===== config.mk =====
export PLATFORM = sky130hd
export DESIGN_NAME = dedup_chunk_rebuild_queue
export DESIGN_NICKNAME = d
export VERILOG_FILES = /design/src/hw/rtl/dcrq_pkg.sv /design/src/hw/rtl/dcrq_front.sv /design/src/hw/rtl/dcrq_cmd_fifo.sv /design/src/hw/rtl/dcrq_back.sv /design/src/hw/rtl/dedup_chunk_rebuild_queue.sv
export SDC_FILE = /design/constraint.sdc
export NUM_CORES = 2
export LEC_CHECK = 0
export ABC_AREA = 1
export BUFFER_PORTS_ARGS = -buffer_cell sky130_fd_sc_hd__buf_4
export CAP_MARGIN = 30
export CORE_MARGIN = 2
export CORE_UTILIZATION = 30
export CTS_BUF_LIST = sky130_fd_sc_hd__clkbuf_16
export DETAILED_ROUTE_END_ITERATION = 8
export HOLD_SLACK_MARGIN = 0.06
export PLACE_DENSITY = 0.46
export RECOVER_POWER = 25
export SLEW_MARGIN = 20
export SYNTH_ARGS = -nofsm -noshare
export SYNTH_HDL_FRONTEND = slang
export SYNTH_HIERARCHICAL = 1
export SYNTH_SLANG_ARGS = --single-unit
export TNS_END_PERCENT = 10

===== constraint.sdc =====
create_clock -name clk -period 5.8 [get_ports clk]
set_input_delay 1.16 -clock clk [delete_from_list [all_inputs] [get_ports clk]]
set_output_delay 1.16 -clock clk [all_outputs]
set_load 0.01 [all_outputs]

===== src/hw/rtl/dcrq_pkg.sv =====
// ------------------------------------------------------------------------
// Dedup chunk rebuild queue - package
// Shared types, codes and candidate offset tables.
// ------------------------------------------------------------------------
package dcrq_pkg;

  localparam int DEF_CHUNK_SIZE_X = 16;
  localparam int DEF_CHUNK_SIZE_Y = 16;
  localparam int DEF_CHUNK_SIZE_Z = 16;
  localparam int DEF_QUEUE_DEPTH  = 64;

  localparam int CW_COORD = 12;
  localparam int CAND_NUM = 9;

  typedef enum logic [1:0] {
    OP_BLOCK = 2'd0,
    OP_CHUNK = 2'd1,
    OP_TAKE  = 2'd2,
    OP_NONE  = 2'd3
  } op_t;

  typedef struct packed {
    op_t                op;
    logic signed [15:0] block_x;
    logic signed [15:0] block_y;
    logic signed [15:0] block_z;
    logic signed [11:0] chunk_x;
    logic signed [11:0] chunk_y;
    logic signed [11:0] chunk_z;
  } item_t;

  typedef struct packed {
    op_t         op;
    logic [11:0] cx;
    logic [11:0] cy;
    logic [11:0] cz;
    logic [8:0]  mask;
  } cmd_t;

  typedef struct packed {
    logic signed [11:0] taken_x;
    logic signed [11:0] taken_y;
    logic signed [11:0] taken_z;
    logic               taken_valid;
    logic               queue_empty;
    logic [6:0]         queued_count;
    logic [3:0]         dropped_count;
  } res_t;

  typedef enum logic [2:0] {
    F_IDLE,
    F_MUL,
    F_REM,
    F_CORR,
    F_PUSH
  } fstate_t;

  typedef enum logic [2:0] {
    B_IDLE,
    B_CAND,
    B_SCAN_RD,
    B_SCAN_CMP,
    B_INSERT,
    B_TAKE_RD,
    B_TAKE_GET,
    B_DONE
  } bstate_t;

  localparam logic [11:0] D_NEG  = 12'hFFF;
  localparam logic [11:0] D_ZERO = 12'h000;
  localparam logic [11:0] D_POS  = 12'h001;

  function automatic logic [11:0] cand_dx(logic blk, logic [3:0] idx);
    logic [11:0] d;
    d = D_ZERO;
    if (blk) begin
      unique case (idx)
        4'd0, 4'd4, 4'd6: d = D_NEG;
        4'd1, 4'd5, 4'd7: d = D_POS;
        default:          d = D_ZERO;
      endcase
    end else begin
      unique case (idx)
        4'd0, 4'd1, 4'd2: d = D_NEG;
        4'd6, 4'd7, 4'd8: d = D_POS;
        default:          d = D_ZERO;
      endcase
    end
    return d;
  endfunction

  function automatic logic [11:0] cand_dz(logic blk, logic [3:0] idx);
    logic [11:0] d;
    d = D_ZERO;
    if (blk) begin
      unique case (idx)
        4'd2, 4'd4, 4'd5: d = D_NEG;
        4'd3, 4'd6, 4'd7: d = D_POS;
        default:          d = D_ZERO;
      endcase
    end else begin
      unique case (idx)
        4'd0, 4'd3, 4'd6: d = D_NEG;
        4'd2, 4'd5, 4'd8: d = D_POS;
        default:          d = D_ZERO;
      endcase
    end
    return d;
  endfunction

endpackage


===== src/hw/rtl/dcrq_front.sv =====
// ------------------------------------------------------------------------
// Dedup chunk rebuild queue - front end
// Accepts items, floor-splits block coordinates, builds candidate commands.
// ------------------------------------------------------------------------
module dcrq_front #(
  parameter int CHUNK_SIZE_X = dcrq_pkg::DEF_CHUNK_SIZE_X,
  parameter int CHUNK_SIZE_Y = dcrq_pkg::DEF_CHUNK_SIZE_Y,
  parameter int CHUNK_SIZE_Z = dcrq_pkg::DEF_CHUNK_SIZE_Z
) (
  input  logic            clk,
  input  logic            rst,
  input  logic            in_valid,
  output logic            in_ready,
  input  dcrq_pkg::item_t in_item,
  output logic            cmd_valid,
  input  logic            cmd_ready,
  output dcrq_pkg::cmd_t  cmd
);
  import dcrq_pkg::*;

  localparam int SH = 26;
  localparam int SZ   [3] = '{CHUNK_SIZE_X, CHUNK_SIZE_Y, CHUNK_SIZE_Z};
  localparam int KOFS [3] = '{(32768 + CHUNK_SIZE_X - 1) / CHUNK_SIZE_X,
                              (32768 + CHUNK_SIZE_Y - 1) / CHUNK_SIZE_Y,
                              (32768 + CHUNK_SIZE_Z - 1) / CHUNK_SIZE_Z};
  localparam int RCP  [3] = '{(1 << SH) / CHUNK_SIZE_X,
                              (1 << SH) / CHUNK_SIZE_Y,
                              (1 << SH) / CHUNK_SIZE_Z};

  fstate_t state, state_next;
  item_t   item_r;
  cmd_t    cmd_r;

  logic [15:0] bc    [3];
  logic [17:0] usum  [3];
  logic [16:0] u     [3];
  logic [42:0] prod  [3];
  logic [16:0] q_r   [3];
  logic [9:0]  r_r   [3];
  logic [17:0] qs    [3];
  logic [17:0] rem   [3];
  logic        ge    [3];
  logic [16:0] qc    [3];
  logic [9:0]  rc    [3];
  logic [16:0] cq    [3];
  logic        lo    [3];
  logic        hi    [3];

  always_comb begin
    bc[0] = item_r.block_x;
    bc[1] = item_r.block_y;
    bc[2] = item_r.block_z;
    for (int a = 0; a < 3; a++) begin
      usum[a] = {{2{bc[a][15]}}, bc[a]} + 18'(KOFS[a] * SZ[a]);
      u[a]    = usum[a][16:0];
      qs[a]   = 18'(prod[a][42:SH]) * 18'(SZ[a]);
      rem[a]  = {1'b0, u[a]} - qs[a];
      ge[a]   = (r_r[a] >= 10'(SZ[a]));
      qc[a]   = ge[a] ? q_r[a] + 17'd1 : q_r[a];
      rc[a]   = ge[a] ? r_r[a] - 10'(SZ[a]) : r_r[a];
      cq[a]   = qc[a] - 17'(KOFS[a]);
      lo[a]   = (rc[a] == 10'd0);
      hi[a]   = (rc[a] == 10'(SZ[a] - 1));
    end
  end

  always_comb begin
    state_next = state;
    unique case (state)
      F_IDLE: if (in_valid) state_next = F_MUL;
      F_MUL:  state_next = F_REM;
      F_REM:  state_next = F_CORR;
      F_CORR: state_next = F_PUSH;
      F_PUSH: if (cmd_ready) state_next = F_IDLE;
      default: state_next = F_IDLE;
    endcase
  end

  always_comb begin
    in_ready  = (state == F_IDLE);
    cmd_valid = (state == F_PUSH);
    cmd       = cmd_r;
  end

  always_ff @(posedge clk) begin
    if (rst) begin
      state <= F_IDLE;
    end else begin
      state <= state_next;
    end
  end

  always_ff @(posedge clk) begin
    if (state == F_IDLE && in_valid) begin
      item_r <= in_item;
    end
    if (state == F_MUL) begin
      for (int a = 0; a < 3; a++) begin
        prod[a] <= 43'(u[a]) * 43'(RCP[a]);
      end
    end
    if (state == F_REM) begin
      for (int a = 0; a < 3; a++) begin
        q_r[a] <= prod[a][42:SH];
        r_r[a] <= rem[a][9:0];
      end
    end
    if (state == F_CORR) begin
      cmd_r.op <= item_r.op;
      unique case (item_r.op)
        OP_BLOCK: begin
          cmd_r.cx   <= cq[0][11:0];
          cmd_r.cy   <= cq[1][11:0];
          cmd_r.cz   <= cq[2][11:0];
          cmd_r.mask <= {1'b0, hi[0] & hi[2], lo[0] & hi[2], hi[0] & lo[2],
                         lo[0] & lo[2], hi[2], lo[2], hi[0], lo[0]};
        end
        OP_CHUNK: begin
          cmd_r.cx   <= item_r.chunk_x;
          cmd_r.cy   <= item_r.chunk_y;
          cmd_r.cz   <= item_r.chunk_z;
          cmd_r.mask <= '1;
        end
        default: begin
          cmd_r.cx   <= item_r.chunk_x;
          cmd_r.cy   <= item_r.chunk_y;
          cmd_r.cz   <= item_r.chunk_z;
          cmd_r.mask <= '0;
        end
      endcase
    end
  end

endmodule


===== src/hw/rtl/dcrq_cmd_fifo.sv =====
// ------------------------------------------------------------------------
// Dedup chunk rebuild queue - command queue
// Two-entry queue between the front end and the back end.
// ------------------------------------------------------------------------
module dcrq_cmd_fifo (
  input  logic           clk,
  input  logic           rst,
  input  logic           wr_valid,
  output logic           wr_ready,
  input  dcrq_pkg::cmd_t wr_cmd,
  output logic           rd_valid,
  input  logic           rd_ready,
  output dcrq_pkg::cmd_t rd_cmd
);
  import dcrq_pkg::*;

  cmd_t       slot [2];
  logic       wptr;
  logic       rptr;
  logic [1:0] fill;
  logic       push;
  logic       pop;

  assign wr_ready = (fill != 2'd2);
  assign rd_valid = (fill != 2'd0);
  assign rd_cmd   = slot[rptr];
  assign push     = wr_valid && wr_ready;
  assign pop      = rd_valid && rd_ready;

  always_ff @(posedge clk) begin
    if (rst) begin
      wptr <= 1'b0;
      rptr <= 1'b0;
      fill <= 2'd0;
    end else begin
      if (push) wptr <= ~wptr;
      if (pop) rptr <= ~rptr;
      fill <= fill + 2'(push) - 2'(pop);
    end
  end

  always_ff @(posedge clk) begin
    if (push) begin
      slot[wptr] <= wr_cmd;
    end
  end

endmodule


===== src/hw/rtl/dcrq_back.sv =====
// ------------------------------------------------------------------------
// Dedup chunk rebuild queue - back end
// Holds the chunk queue; scans for duplicates, pushes, pops, reports.
// ------------------------------------------------------------------------
module dcrq_back #(
  parameter int QUEUE_DEPTH = dcrq_pkg::DEF_QUEUE_DEPTH
) (
  input  logic           clk,
  input  logic           rst,
  input  logic           cmd_valid,
  output logic           cmd_ready,
  input  dcrq_pkg::cmd_t cmd,
  output logic           out_valid,
  input  logic           out_ready,
  output dcrq_pkg::res_t res
);
  import dcrq_pkg::*;

  localparam int AW = (QUEUE_DEPTH > 1) ? $clog2(QUEUE_DEPTH) : 1;
  localparam int CW = $clog2(QUEUE_DEPTH + 1);

  bstate_t state, state_next;

  logic [35:0]   mem [QUEUE_DEPTH];
  logic [35:0]   mem_q;
  logic [AW-1:0] rd_addr;

  cmd_t          cmd_r;
  logic [3:0]    step;
  logic [35:0]   cand;
  logic [35:0]   cand_key;
  logic [AW-1:0] scan_ptr;
  logic [CW-1:0] scan_i;
  logic [AW-1:0] head;
  logic [AW-1:0] tail;
  logic [CW-1:0] count;
  logic [3:0]    drop;
  logic [35:0]   taken;
  logic          tv;
  logic          blk;
  logic          full;
  logic          load_out;
  logic [CW+6:0] count_ext;
  res_t          res_r;

  function automatic logic [AW-1:0] next_slot(logic [AW-1:0] p);
    return (p == AW'(QUEUE_DEPTH - 1)) ? '0 : p + AW'(1);
  endfunction

  assign blk  = (cmd_r.op == OP_BLOCK);
  assign full = (count == CW'(QUEUE_DEPTH));
  assign cand_key = {cmd_r.cz + cand_dz(blk, step), cmd_r.cy,
                     cmd_r.cx + cand_dx(blk, step)};
  assign count_ext = {7'd0, count};

  always_comb begin
    state_next = state;
    unique case (state)
      B_IDLE: begin
        if (cmd_valid) begin
          priority case (cmd.op)
            OP_BLOCK, OP_CHUNK: state_next = B_CAND;
            OP_TAKE:  state_next = (count != '0) ? B_TAKE_RD : B_DONE;
            default:  state_next = B_DONE;
          endcase
        end
      end
      B_CAND: begin
        if (step == 4'(CAND_NUM)) state_next = B_DONE;
        else if (cmd_r.mask[step]) state_next = B_SCAN_RD;
      end
      B_SCAN_RD:  state_next = (scan_i == count) ? B_INSERT : B_SCAN_CMP;
      B_SCAN_CMP: state_next = (mem_q == cand) ? B_CAND : B_SCAN_RD;
      B_INSERT:   state_next = B_CAND;
      B_TAKE_RD:  state_next = B_TAKE_GET;
      B_TAKE_GET: state_next = B_DONE;
      B_DONE:     if (!out_valid || out_ready) state_next = B_IDLE;
      default:    state_next = B_IDLE;
    endcase
  end

  always_comb begin
    cmd_ready = (state == B_IDLE);
    load_out  = (state == B_DONE) && (!out_valid || out_ready);
    rd_addr   = (state == B_TAKE_RD) ? head : scan_ptr;
    res       = res_r;
  end

  always_ff @(posedge clk) begin
    if (rst) begin
      state     <= B_IDLE;
      head      <= '0;
      tail      <= '0;
      count     <= '0;
      out_valid <= 1'b0;
    end else begin
      state <= state_next;
      if (load_out) out_valid <= 1'b1;
      else if (out_ready) out_valid <= 1'b0;
      if (state == B_INSERT && !full) begin
        tail  <= next_slot(tail);
        count <= count + CW'(1);
      end
      if (state == B_TAKE_GET) begin
        head  <= next_slot(head);
        count <= count - CW'(1);
      end
    end
  end

  always_ff @(posedge clk) begin
    mem_q <= mem[rd_addr];
    if (state == B_INSERT && !full) begin
      mem[tail] <= cand;
    end
  end

  always_ff @(posedge clk) begin
    unique case (state)
      B_IDLE: begin
        cmd_r <= cmd;
        step  <= '0;
        drop  <= '0;
        tv    <= 1'b0;
        taken <= '0;
      end
      B_CAND: begin
        if (step != 4'(CAND_NUM)) begin
          step <= step + 4'd1;
          cand <= cand_key;
          scan_ptr <= head;
          scan_i   <= '0;
        end
      end
      B_SCAN_CMP: begin
        scan_ptr <= next_slot(scan_ptr);
        scan_i   <= scan_i + CW'(1);
      end
      B_INSERT: begin
        if (full) drop <= drop + 4'd1;
      end
      B_TAKE_GET: begin
        taken <= mem_q;
        tv    <= 1'b1;
      end
      default: begin
      end
    endcase
    if (load_out) begin
      res_r.taken_x       <= taken[11:0];
      res_r.taken_y       <= taken[23:12];
      res_r.taken_z       <= taken[35:24];
      res_r.taken_valid   <= tv;
      res_r.queue_empty   <= (count == '0);
      res_r.queued_count  <= count_ext[6:0];
      res_r.dropped_count <= drop;
    end
  end

endmodule


===== src/hw/rtl/dedup_chunk_rebuild_queue.sv =====
// Flow: the front end steps an item through multiply, remainder, correction and
//   push. For block/chunk items the back end scans the queue for each requested
//   candidate, reading then comparing one entry at a time, and inserts it (or drops
//   it when full) if no duplicate is found; a take reads the head entry, while an
//   empty take or unused op does neither. The duplicate scan sets the rate.
// Reset: synchronous rst empties the queue and clears handshakes; storage kept.
// ------------------------------------------------------------------------
// Dedup chunk rebuild queue - top level
// Deduplicating FIFO of chunk coordinates awaiting rebuild.
// ------------------------------------------------------------------------
module dedup_chunk_rebuild_queue #(
  parameter int CHUNK_SIZE_X = dcrq_pkg::DEF_CHUNK_SIZE_X,
  parameter int CHUNK_SIZE_Y = dcrq_pkg::DEF_CHUNK_SIZE_Y,
  parameter int CHUNK_SIZE_Z = dcrq_pkg::DEF_CHUNK_SIZE_Z,
  parameter int QUEUE_DEPTH  = dcrq_pkg::DEF_QUEUE_DEPTH
) (
  input  logic        clk,
  input  logic        rst,
  input  logic        s_tvalid,
  output logic        s_tready,
  // block_x[15:0] block_y[31:16] block_z[47:32] chunk_x[59:48]
  // chunk_y[71:60] chunk_z[83:72], zero pad [87:84]
  input  logic [87:0] s_tdata,
  // op[1:0]
  input  logic [1:0]  s_tuser,
  output logic        m_tvalid,
  input  logic        m_tready,
  // taken_x[11:0] taken_y[23:12] taken_z[35:24] queue_empty[36]
  // queued_count[43:37] dropped_count[47:44]
  output logic [47:0] m_tdata,
  // taken_valid[0]
  output logic [0:0]  m_tuser
);
  import dcrq_pkg::*;

  item_t item;
  cmd_t  f_cmd;
  cmd_t  b_cmd;
  res_t  res;
  logic  f_valid;
  logic  f_ready;
  logic  b_valid;
  logic  b_ready;

  always_comb begin
    item.op      = op_t'(s_tuser);
    item.block_x = s_tdata[15:0];
    item.block_y = s_tdata[31:16];
    item.block_z = s_tdata[47:32];
    item.chunk_x = s_tdata[59:48];
    item.chunk_y = s_tdata[71:60];
    item.chunk_z = s_tdata[83:72];
    m_tdata = {res.dropped_count, res.queued_count, res.queue_empty,
               res.taken_z, res.taken_y, res.taken_x};
    m_tuser = res.taken_valid;
  end

  dcrq_front #(
    .CHUNK_SIZE_X(CHUNK_SIZE_X),
    .CHUNK_SIZE_Y(CHUNK_SIZE_Y),
    .CHUNK_SIZE_Z(CHUNK_SIZE_Z)
  ) u_front (
    .clk      (clk),
    .rst      (rst),
    .in_valid (s_tvalid),
    .in_ready (s_tready),
    .in_item  (item),
    .cmd_valid(f_valid),
    .cmd_ready(f_ready),
    .cmd      (f_cmd)
  );

  dcrq_cmd_fifo u_fifo (
    .clk     (clk),
    .rst     (rst),
    .wr_valid(f_valid),
    .wr_ready(f_ready),
    .wr_cmd  (f_cmd),
    .rd_valid(b_valid),
    .rd_ready(b_ready),
    .rd_cmd  (b_cmd)
  );

  dcrq_back #(
    .QUEUE_DEPTH(QUEUE_DEPTH)
  ) u_back (
    .clk      (clk),
    .rst      (rst),
    .cmd_valid(b_valid),
    .cmd_ready(b_ready),
    .cmd      (b_cmd),
    .out_valid(m_tvalid),
    .out_ready(m_tready),
    .res      (res)
  );

endmodule


## Yosys cells after proc, flatten, opt, wreduce, memory -nomap -nowiden

Memory sizes are Yosys's and may differ from the RTL's. A register that Yosys moved wholly into a read port is not among the register bits.
Index checks and enable logic that the tools add are counted.

| storage, ports and cells | value |
|---|---|
| flip-flop bits (word level) | 353 |
| bits in writable memories | 2530 |
| input bits | 94 |
| output and inout port bits | 51 |
| word-level logic and storage cells | 215 |
| memories kept | 5 |

| cells by class | value |
|---|---|
| $add $sub $neg | 26 |
| $lt $le $gt $ge | 4 |
| equality and inequality tests | 40 |
| muxes and demuxes | 54 |
| bitwise gates (word level) | 6 |
| reductions and logical operators | 40 |

Memories:

| name | depth | bits a word | rd ports | clocked after Yosys merged registers in | wr ports | RTL line | RTL |
|---|---|---|---|---|---|---|---|
| u_back.mem | 64 | 36 | 1 | 1 | 1 | dcrq_back.sv:24 | `logic [35:0] mem [QUEUE_DEPTH];` |
| u_fifo.slot | 2 | 47 | 1 | 1 | 1 | dcrq_cmd_fifo.sv:17 | `cmd_t slot [2];` |
| u_front.prod | 3 | 17 | 3 | 0 | 3 | dcrq_front.sv:37 | `logic [42:0] prod [3];` |
| u_front.q_r | 3 | 17 | 3 | 0 | 3 | dcrq_front.sv:38 | `logic [16:0] q_r [3];` |
| u_front.r_r | 3 | 10 | 3 | 0 | 3 | dcrq_front.sv:39 | `logic [9:0] r_r [3];` |

Operator list:

| kind | number |
|---|---|
| one-hot mux 12 bit (2 select lines) | 4 |
| one-hot mux 45 bit (2 select lines) | 1 |
| one-hot mux 36 bit (2 select lines) | 1 |
| 2-to-1 mux 12 bit | 5 |
| adder 16 x 17 -> 17 bit (second input constant) | 3 |
| adder 12 x 1 -> 12 bit (second input constant) | 3 |
| equality test 36 bit | 1 |
| subtractor 12 bit (second input constant) | 3 |
| greater-or-equal comparator 10 x 5 -> 1 bit (second input constant) | 3 |
| 2-to-1 mux 6 bit | 5 |
| subtractor 10 bit | 3 |
| adder 12 bit | 2 |
| one-hot mux 3 bit (8 select lines) | 1 |
| OR reduction 3 bit | 8 |
| 2-to-1 mux 3 bit | 7 |
| 2-to-1 mux 7 bit | 3 |
| equality test 10 x 4 -> 1 bit (second input constant) | 2 |
| zero test 10 bit | 2 |
| 2-to-1 mux 10 bit | 2 |
| subtractor 10 x 5 -> 10 bit (second input constant) | 2 |
| adder 6 x 1 -> 6 bit (second input constant) | 3 |
| equality test 6 bit (second input constant) | 3 |
| equality test 4 x 3 -> 1 bit (second input constant) | 4 |
| one-hot mux 4 bit (2 select lines) | 2 |
| other kinds (43) | 97 |

## Longest topological paths before layout

An unclocked memory read counts as a cell.

| depth | value |
|---|---|
| word-level depth | 6 |
| depth in mapped cells | 16 |
| mapped depth without buffers | 16 |

## Modules after synthesis

Netlist, hierarchy kept.

By module, submodules not included:

| module | times used | cells each | area an instance (µm²) |
|---|---|---|---|
| dcrq_back | 1 | 10119 | 110614.8 |
| dcrq_front | 1 | 762 | 9628.0 |
| dcrq_cmd_fifo | 1 | 183 | 3758.6 |

## Least setup slack after synthesis

No wires, ideal clock.

| timing path | value |
|---|---|
| path type | input port to flip-flop |
| from | input s_tvalid |
| to | register u_front.item_r, in the netlist u_front/bc[0] (enable) |
| data arrival time | 4.591 ns |
| data required time | 5.277 ns |
| slack | 0.687 ns |
| cell stages on the path | 2 |
| path buffers | 0 |
| cells stage by stage | inv_1 -> nor2_1 |

| on the way | value |
|---|---|
| word-level cells in the longest chain between the ends | 1 |

Ends and longest elaborated chain:

| item | RTL line | RTL |
|---|---|---|
| from (decl) | dedup_chunk_rebuild_queue.sv:19 | `input logic s_tvalid,` |
| logical AND 1 bit | dcrq_front.sv:94 | `if (state == F_IDLE && in_valid) begin` |
| to (signal assigned) | dcrq_front.sv:95 | `item_r <= in_item;` |
| to (decl) | dcrq_front.sv:31 | `item_t item_r;` |

No other way between the ends.
A chain may end at the register's enable or synchronous reset.

## Final worst setup path

| timing path | value |
|---|---|
| from | register u_back.state[2] |
| to | memory u_back.mem[22][0] (enable) |

| on the way | value |
|---|---|
| word-level cells in the longest chain between the ends | 4 |

Ends and longest elaborated chain:

| item | RTL line | RTL |
|---|---|---|
| from (decl) | dcrq_back.sv:22 | `bstate_t state, state_next;` |
| from (signal assigned) | dcrq_back.sv:97 | `state <= state_next;` |
| equality test 3 bit | dcrq_back.sv:113 | `if (state == B_INSERT && !full) begin` |
| logical AND 1 bit | dcrq_back.sv:113 |  |
| 2-to-1 mux 1 bit | dcrq_back.sv:113 |  |
| 2-to-1 mux 1 bit (not written as such) | dcrq_back.sv:114 | `mem[tail] <= cand;` |
| to (decl) | dcrq_back.sv:24 |  |

No other way between the ends.

==> tab_implementation.tex <==
\begin{tabular}{lr}
\hline
Metric & Value \\
\hline
\multicolumn{2}{l}{\textbf{Synthesis}} \\
Synth Area per Inst & 11.2 sq um \\
Post-synthesis sequential area ratio & 69.3\% \\
Yosys reg bits & 2882 \\
Cells after synthesis & 11064 \\
Synthesized netlist net count & 11224 \\
Number of library cell types mapped by synthesis & 49 \\
Number of synthesized flops with an enable pin & 2815 \\
Ys Warns & 6 \\
Post-synth design cell area & 124000 sq um \\
Top FF cell, synth & sky130\_fd\_sc\_hd\_\_edfxtp\_1 \\
Async set or reset register ratio after synthesis & 0\% \\
\multicolumn{2}{l}{\textbf{Critical path}} \\
Worst endpoint data arrival time & 4.97 ns \\
RR Endpoint & u\_back/mem[22][0]\$\_DFFE\_PP\_ \\
Reg-to-reg setup timing slack & 1.42 ns \\
Critical path class & flop to flop \\
Worst flop-to-flop path startpoint & u\_back/state[2]\$\_SDFFE\_PP0P\_ \\
Type of origin of the critical path & flop \\
Worst-case reg-to-reg path depth & 9 \\
Crit path required time & approximately 6.4 ns \\
Longest individual stage delay on the worst path & 0.95 ns \\
Kind of capture point of the worst setup path & flop \\
Max FO, Critical Path & 16 \\
Start point of the critical path & u\_back/state[2]\$\_SDFFE\_PP0P\_ \\
Setup crit end & u\_back/mem[22][0]\$\_DFFE\_PP\_ \\
CP cell instances & nand2\_1 > nor2\_1 > inv\_1 > nor2\_4 > inv\_1 > nor2\_1 > nand3\_1 > nor2\_4 > buf\_12 \\
Slowest cell on the critical path & sky130\_fd\_sc\_hd\_\_nor2\_4 \\
\multicolumn{2}{l}{\textbf{Outcome}} \\
Violations in the final reports & capacitance limit, slew limit \\
Result of the run & complete, but fails checks \\
\multicolumn{2}{l}{\textbf{Timing}} \\
Fin crit period & 4.38 ns \\
Unrepaired setup endpoints after global routing & false \\
PnR worst setup slack & 1.42 ns \\
Clock skew after layout & 0.0788 ns \\
Transition at the pin with the smallest max-transition slack & roughly 3.7 ns \\
FMAX & 228 MHz \\
Number of slew-limit violations in the final report & 1918 \\
Count of endpoints failing hold in the final timing report & 0 \\
Relative max-transition margin & -147\% \\
Post-route setup TNS & 0 ns \\
Total of endpoints with negative setup slack in the final report & 0 \\
Fraction of the cycle the final worst path needs & 75.5\% \\
\multicolumn{2}{l}{\textbf{Detailed routing}} \\
Remaining antenna violation count & 0 \\
DR pass1 iterations & 7 \\
Total Routed Length & 375000 microns \\
Starting DRT DRC Count & 7448 \\
Detail-routed net length per standard cell & around 22 microns \\
Via count & 80501 \\
DRC violation count after routing & 0 \\
Routed via count divided by cell count & 4.75 \\
\multicolumn{2}{l}{\textbf{Hold path}} \\
Hold WC Path Type & flop to flop \\
Beginning of the worst hold path & u\_front/bc[30]\$\_DFFE\_PP\_ \\
\multicolumn{2}{l}{\textbf{Place}} \\
Detailed Place HPWL & approximately 200000 microns \\
Place WS & 1.38 ns \\
Number of buffer cells added on primary ports & 136 \\
Placer congestion estimate & 0.799 \\
\multicolumn{2}{l}{\textbf{Clock network}} \\
Root buffer cell & sky130\_fd\_sc\_hd\_\_clkbuf\_16 \\
Number of buffers inserted by hold repair at cts & 0 \\
Clk pin slew, worst setup/hold paths & 0.07 ns \\
Source-to-sink clock delay at the later pin of the worst-skew pair & 0.93 ns \\
Largest buffer count on any clock path & 4 \\
\# resized after CTS & 0 \\
CTS tree & yes \\
Post-CTS Repair Setup Buffers & 0 \\
H-tree depth & 5 \\
CTS sink count & 2882 \\
Cts bufs inserted & 325 \\
\multicolumn{2}{l}{\textbf{Floorplanning}} \\
Initial Utilization & 30.1\% \\
Total I/O pin count & 145 \\
Total core area & just over 400000 sq um \\
Horizontal die dimension & 647 microns \\
DIE HEIGHT & 647 microns \\
Area of the die & approximately 420000 sq um \\
Site Rows & 236 \\
\multicolumn{2}{l}{\textbf{Layout}} \\
Most common cell after layout, fill and taps aside & sky130\_fd\_sc\_hd\_\_edfxtp\_1 \\
Fraction of final layout cells with drive strength greater than 1 & 8.37\% \\
Fillers & 40554 \\
Number of nets in the layout & 11355 \\
Highest-count cells in the layout ignoring fill and taps & 2815 x sky130\_fd\_sc\_hd\_\_edfxtp\_1, 2331 x sky130\_fd\_sc\_hd\_\_nand3\_1, 2168 x sky130\_fd\_sc\_hd\_\_nand2\_1, 1939 x sky130\_fd\_sc\_hd\_\_inv\_1, 509 x sky130\_fd\_sc\_hd\_\_nand3b\_1 \\
Area added between synthesis and finish & 15.2\% \\
\multicolumn{2}{l}{\textbf{GRT}} \\
Maximum number of pins on one net before global-route repair & between 100 and 150 \\
Vias in the first global route & 78921 \\
Number of antenna violations at the first check in global routing & 4 \\
Global-route wire length before repair & 546000 microns \\
Global route total overflow & 0 \\
Combined global-route utilization of all metal layers & approximately 18\% \\
\multicolumn{2}{l}{\textbf{Pwr}} \\
Power density over cell area & between 400 and 500 nW/um\^{}2 \\
Leakage & about 56 nW \\
Largest voltage drop on the vdd net & 0.000378 V \\
\multicolumn{2}{l}{\textbf{Job}} \\
Max-cap viol count & 29 \\
\hline
\end{tabular}
==> critical path, delay by kind of cell, from the launching register on <==
kind	cells	cell delay (ns)
buffers and inverters	3	0.72
and+or+nand+nor	6	2.69
DFF	1	0.58
==> synthesized netlist by cell type, drive strengths merged, types with 3 or more instances <==
master | number | share of area (%)
nand2 | 2175 | 6.6
nand3b | 509 | 3.1
a21o | 3 | 0.018
nor2 | 242 | 0.75
a21oi | 67 | 0.27
o22ai | 5 | 0.025
clkbuf | 228 | 0.69
edfxtp | 2815 | 68
xnor2 | 53 | 0.37
xor2 | 53 | 0.37
inv | 1880 | 5.7
ha | 60 | 0.61
buf | 355 | 1.4
o31ai | 4 | 0.024
dfxtp | 67 | 1.1
nor3 | 27 | 0.11
o211ai | 6 | 0.044
o21ai | 76 | 0.32
a31oi | 4 | 0.020
fa | 6 | 0.097
nand4 | 16 | 0.081
mux2 | 47 | 0.52
nand3 | 2335 | 9.4
or2 | 12 | 0.061
o21bai | 5 | 0.030
==> worst min-delay path by stage <==
stage,endpoint,slack [ns],cells after the start
final,u_front/prod[0][31]$_DFFE_PP_,0.41,0
after global routing,u_front/item_r[14]$_DFFE_PP_,0.38,1
after CTS,u_front/bc[0]$_DFFE_PP_,0.33,1
after detailed placement,u_front/prod[0][30]$_DFFE_PP_,0.40,0
after global placement,u_front/q_r[0][32]$_DFFE_PN_,0.40,0
after floorplan,u_back/cand[12]$_DFFE_PP_,0.40,0
==> routing by layer <==
layer / global-route usage (%) / routed length, microns
met1: 23.7 / 165000
met2: 29.5 / 178000
met3: 1.94 / 18900
met4: 5.81 / 13000
met5: 0 / 0
==> kinds of logic (layout without fill, tap and decap cells) <==
group | after synthesis | count (layout) | share of synthesized area, %
muxes | 47 | 47 | 0.518
and+or+nand+nor | 5320 | 5320 | 20.1
DFF | 2882 | 2882 | 69.3
AOI/OAI and AO/OA | 178 | 178 | 0.813
buffers and inverters | 2465 | 2861 | 7.82
adders and majority gates | 66 | 66 | 0.702
other | 0 | 4 | 0
xor gates and xnor gates | 106 | 106 | 0.749
==> stage by stage <==
step	util, %	instances	cell area (sq um)	hold WS (ns)	power, mW
finish	34.6	16938	143000	0.410	68.6
global route	34.6	16936	143000	0.383	71.8
CTS	34.7	16932	143000	0.327	69.0
detailed placement	32.1	16340	133000	0.405	48.7
global placement	32.1	16334	132000	0.405	48.5
floorplan	-	11064	124000	0.400	39.8
==> sequential cells by signal, indices dropped and copies added, names as in the netlist, 4 cells and up, named ones only <==
signal / count
u_back/tail: 6
u_back/drop: 4
u_back/count: 7
u_front/item_r: 38
u_back/cand_key: 12
u_front/prod: 36
u_back/step: 4
u_back/head: 6
u_back/mem_q: 36
u_back/res: 49
u_back/scan_ptr: 6
u_back/scan_i: 7
u_front/bc: 44
u_back/cmd_r: 35
u_back/taken: 36
u_back/mem: 2304
u_front/r_r: 26
u_front/cmd: 47
u_fifo/slot: 94
u_back/cand: 36
u_front/q_r: 36
==> final cells by class <==
| class | instances | area (sq um) | area share (%) |
|---|---|---|---|
| flip-flops and latches | 2882 | 85900 | 60.1 |
| multi-input cells | 5717 | 29100 | 20.3 |
| clock buffers | 333 | 8330 | 5.83 |
| inverters | 1882 | 7080 | 4.96 |
| well taps | 5474 | 6850 | 4.80 |
| repair buffers | 387 | 3580 | 2.50 |
| clock inverters | 259 | 2040 | 1.43 |
| diodes | 4 | 10.0 | 0.00701 |
==> where the power goes <==
part           internal, mW  switching [mW]  total [mW]
Combinational          5.24            15.6        20.9
Sequential             26.7           0.748        27.5
Clock                  11.7            8.51        20.2
(Power assumes the default switching activity.)
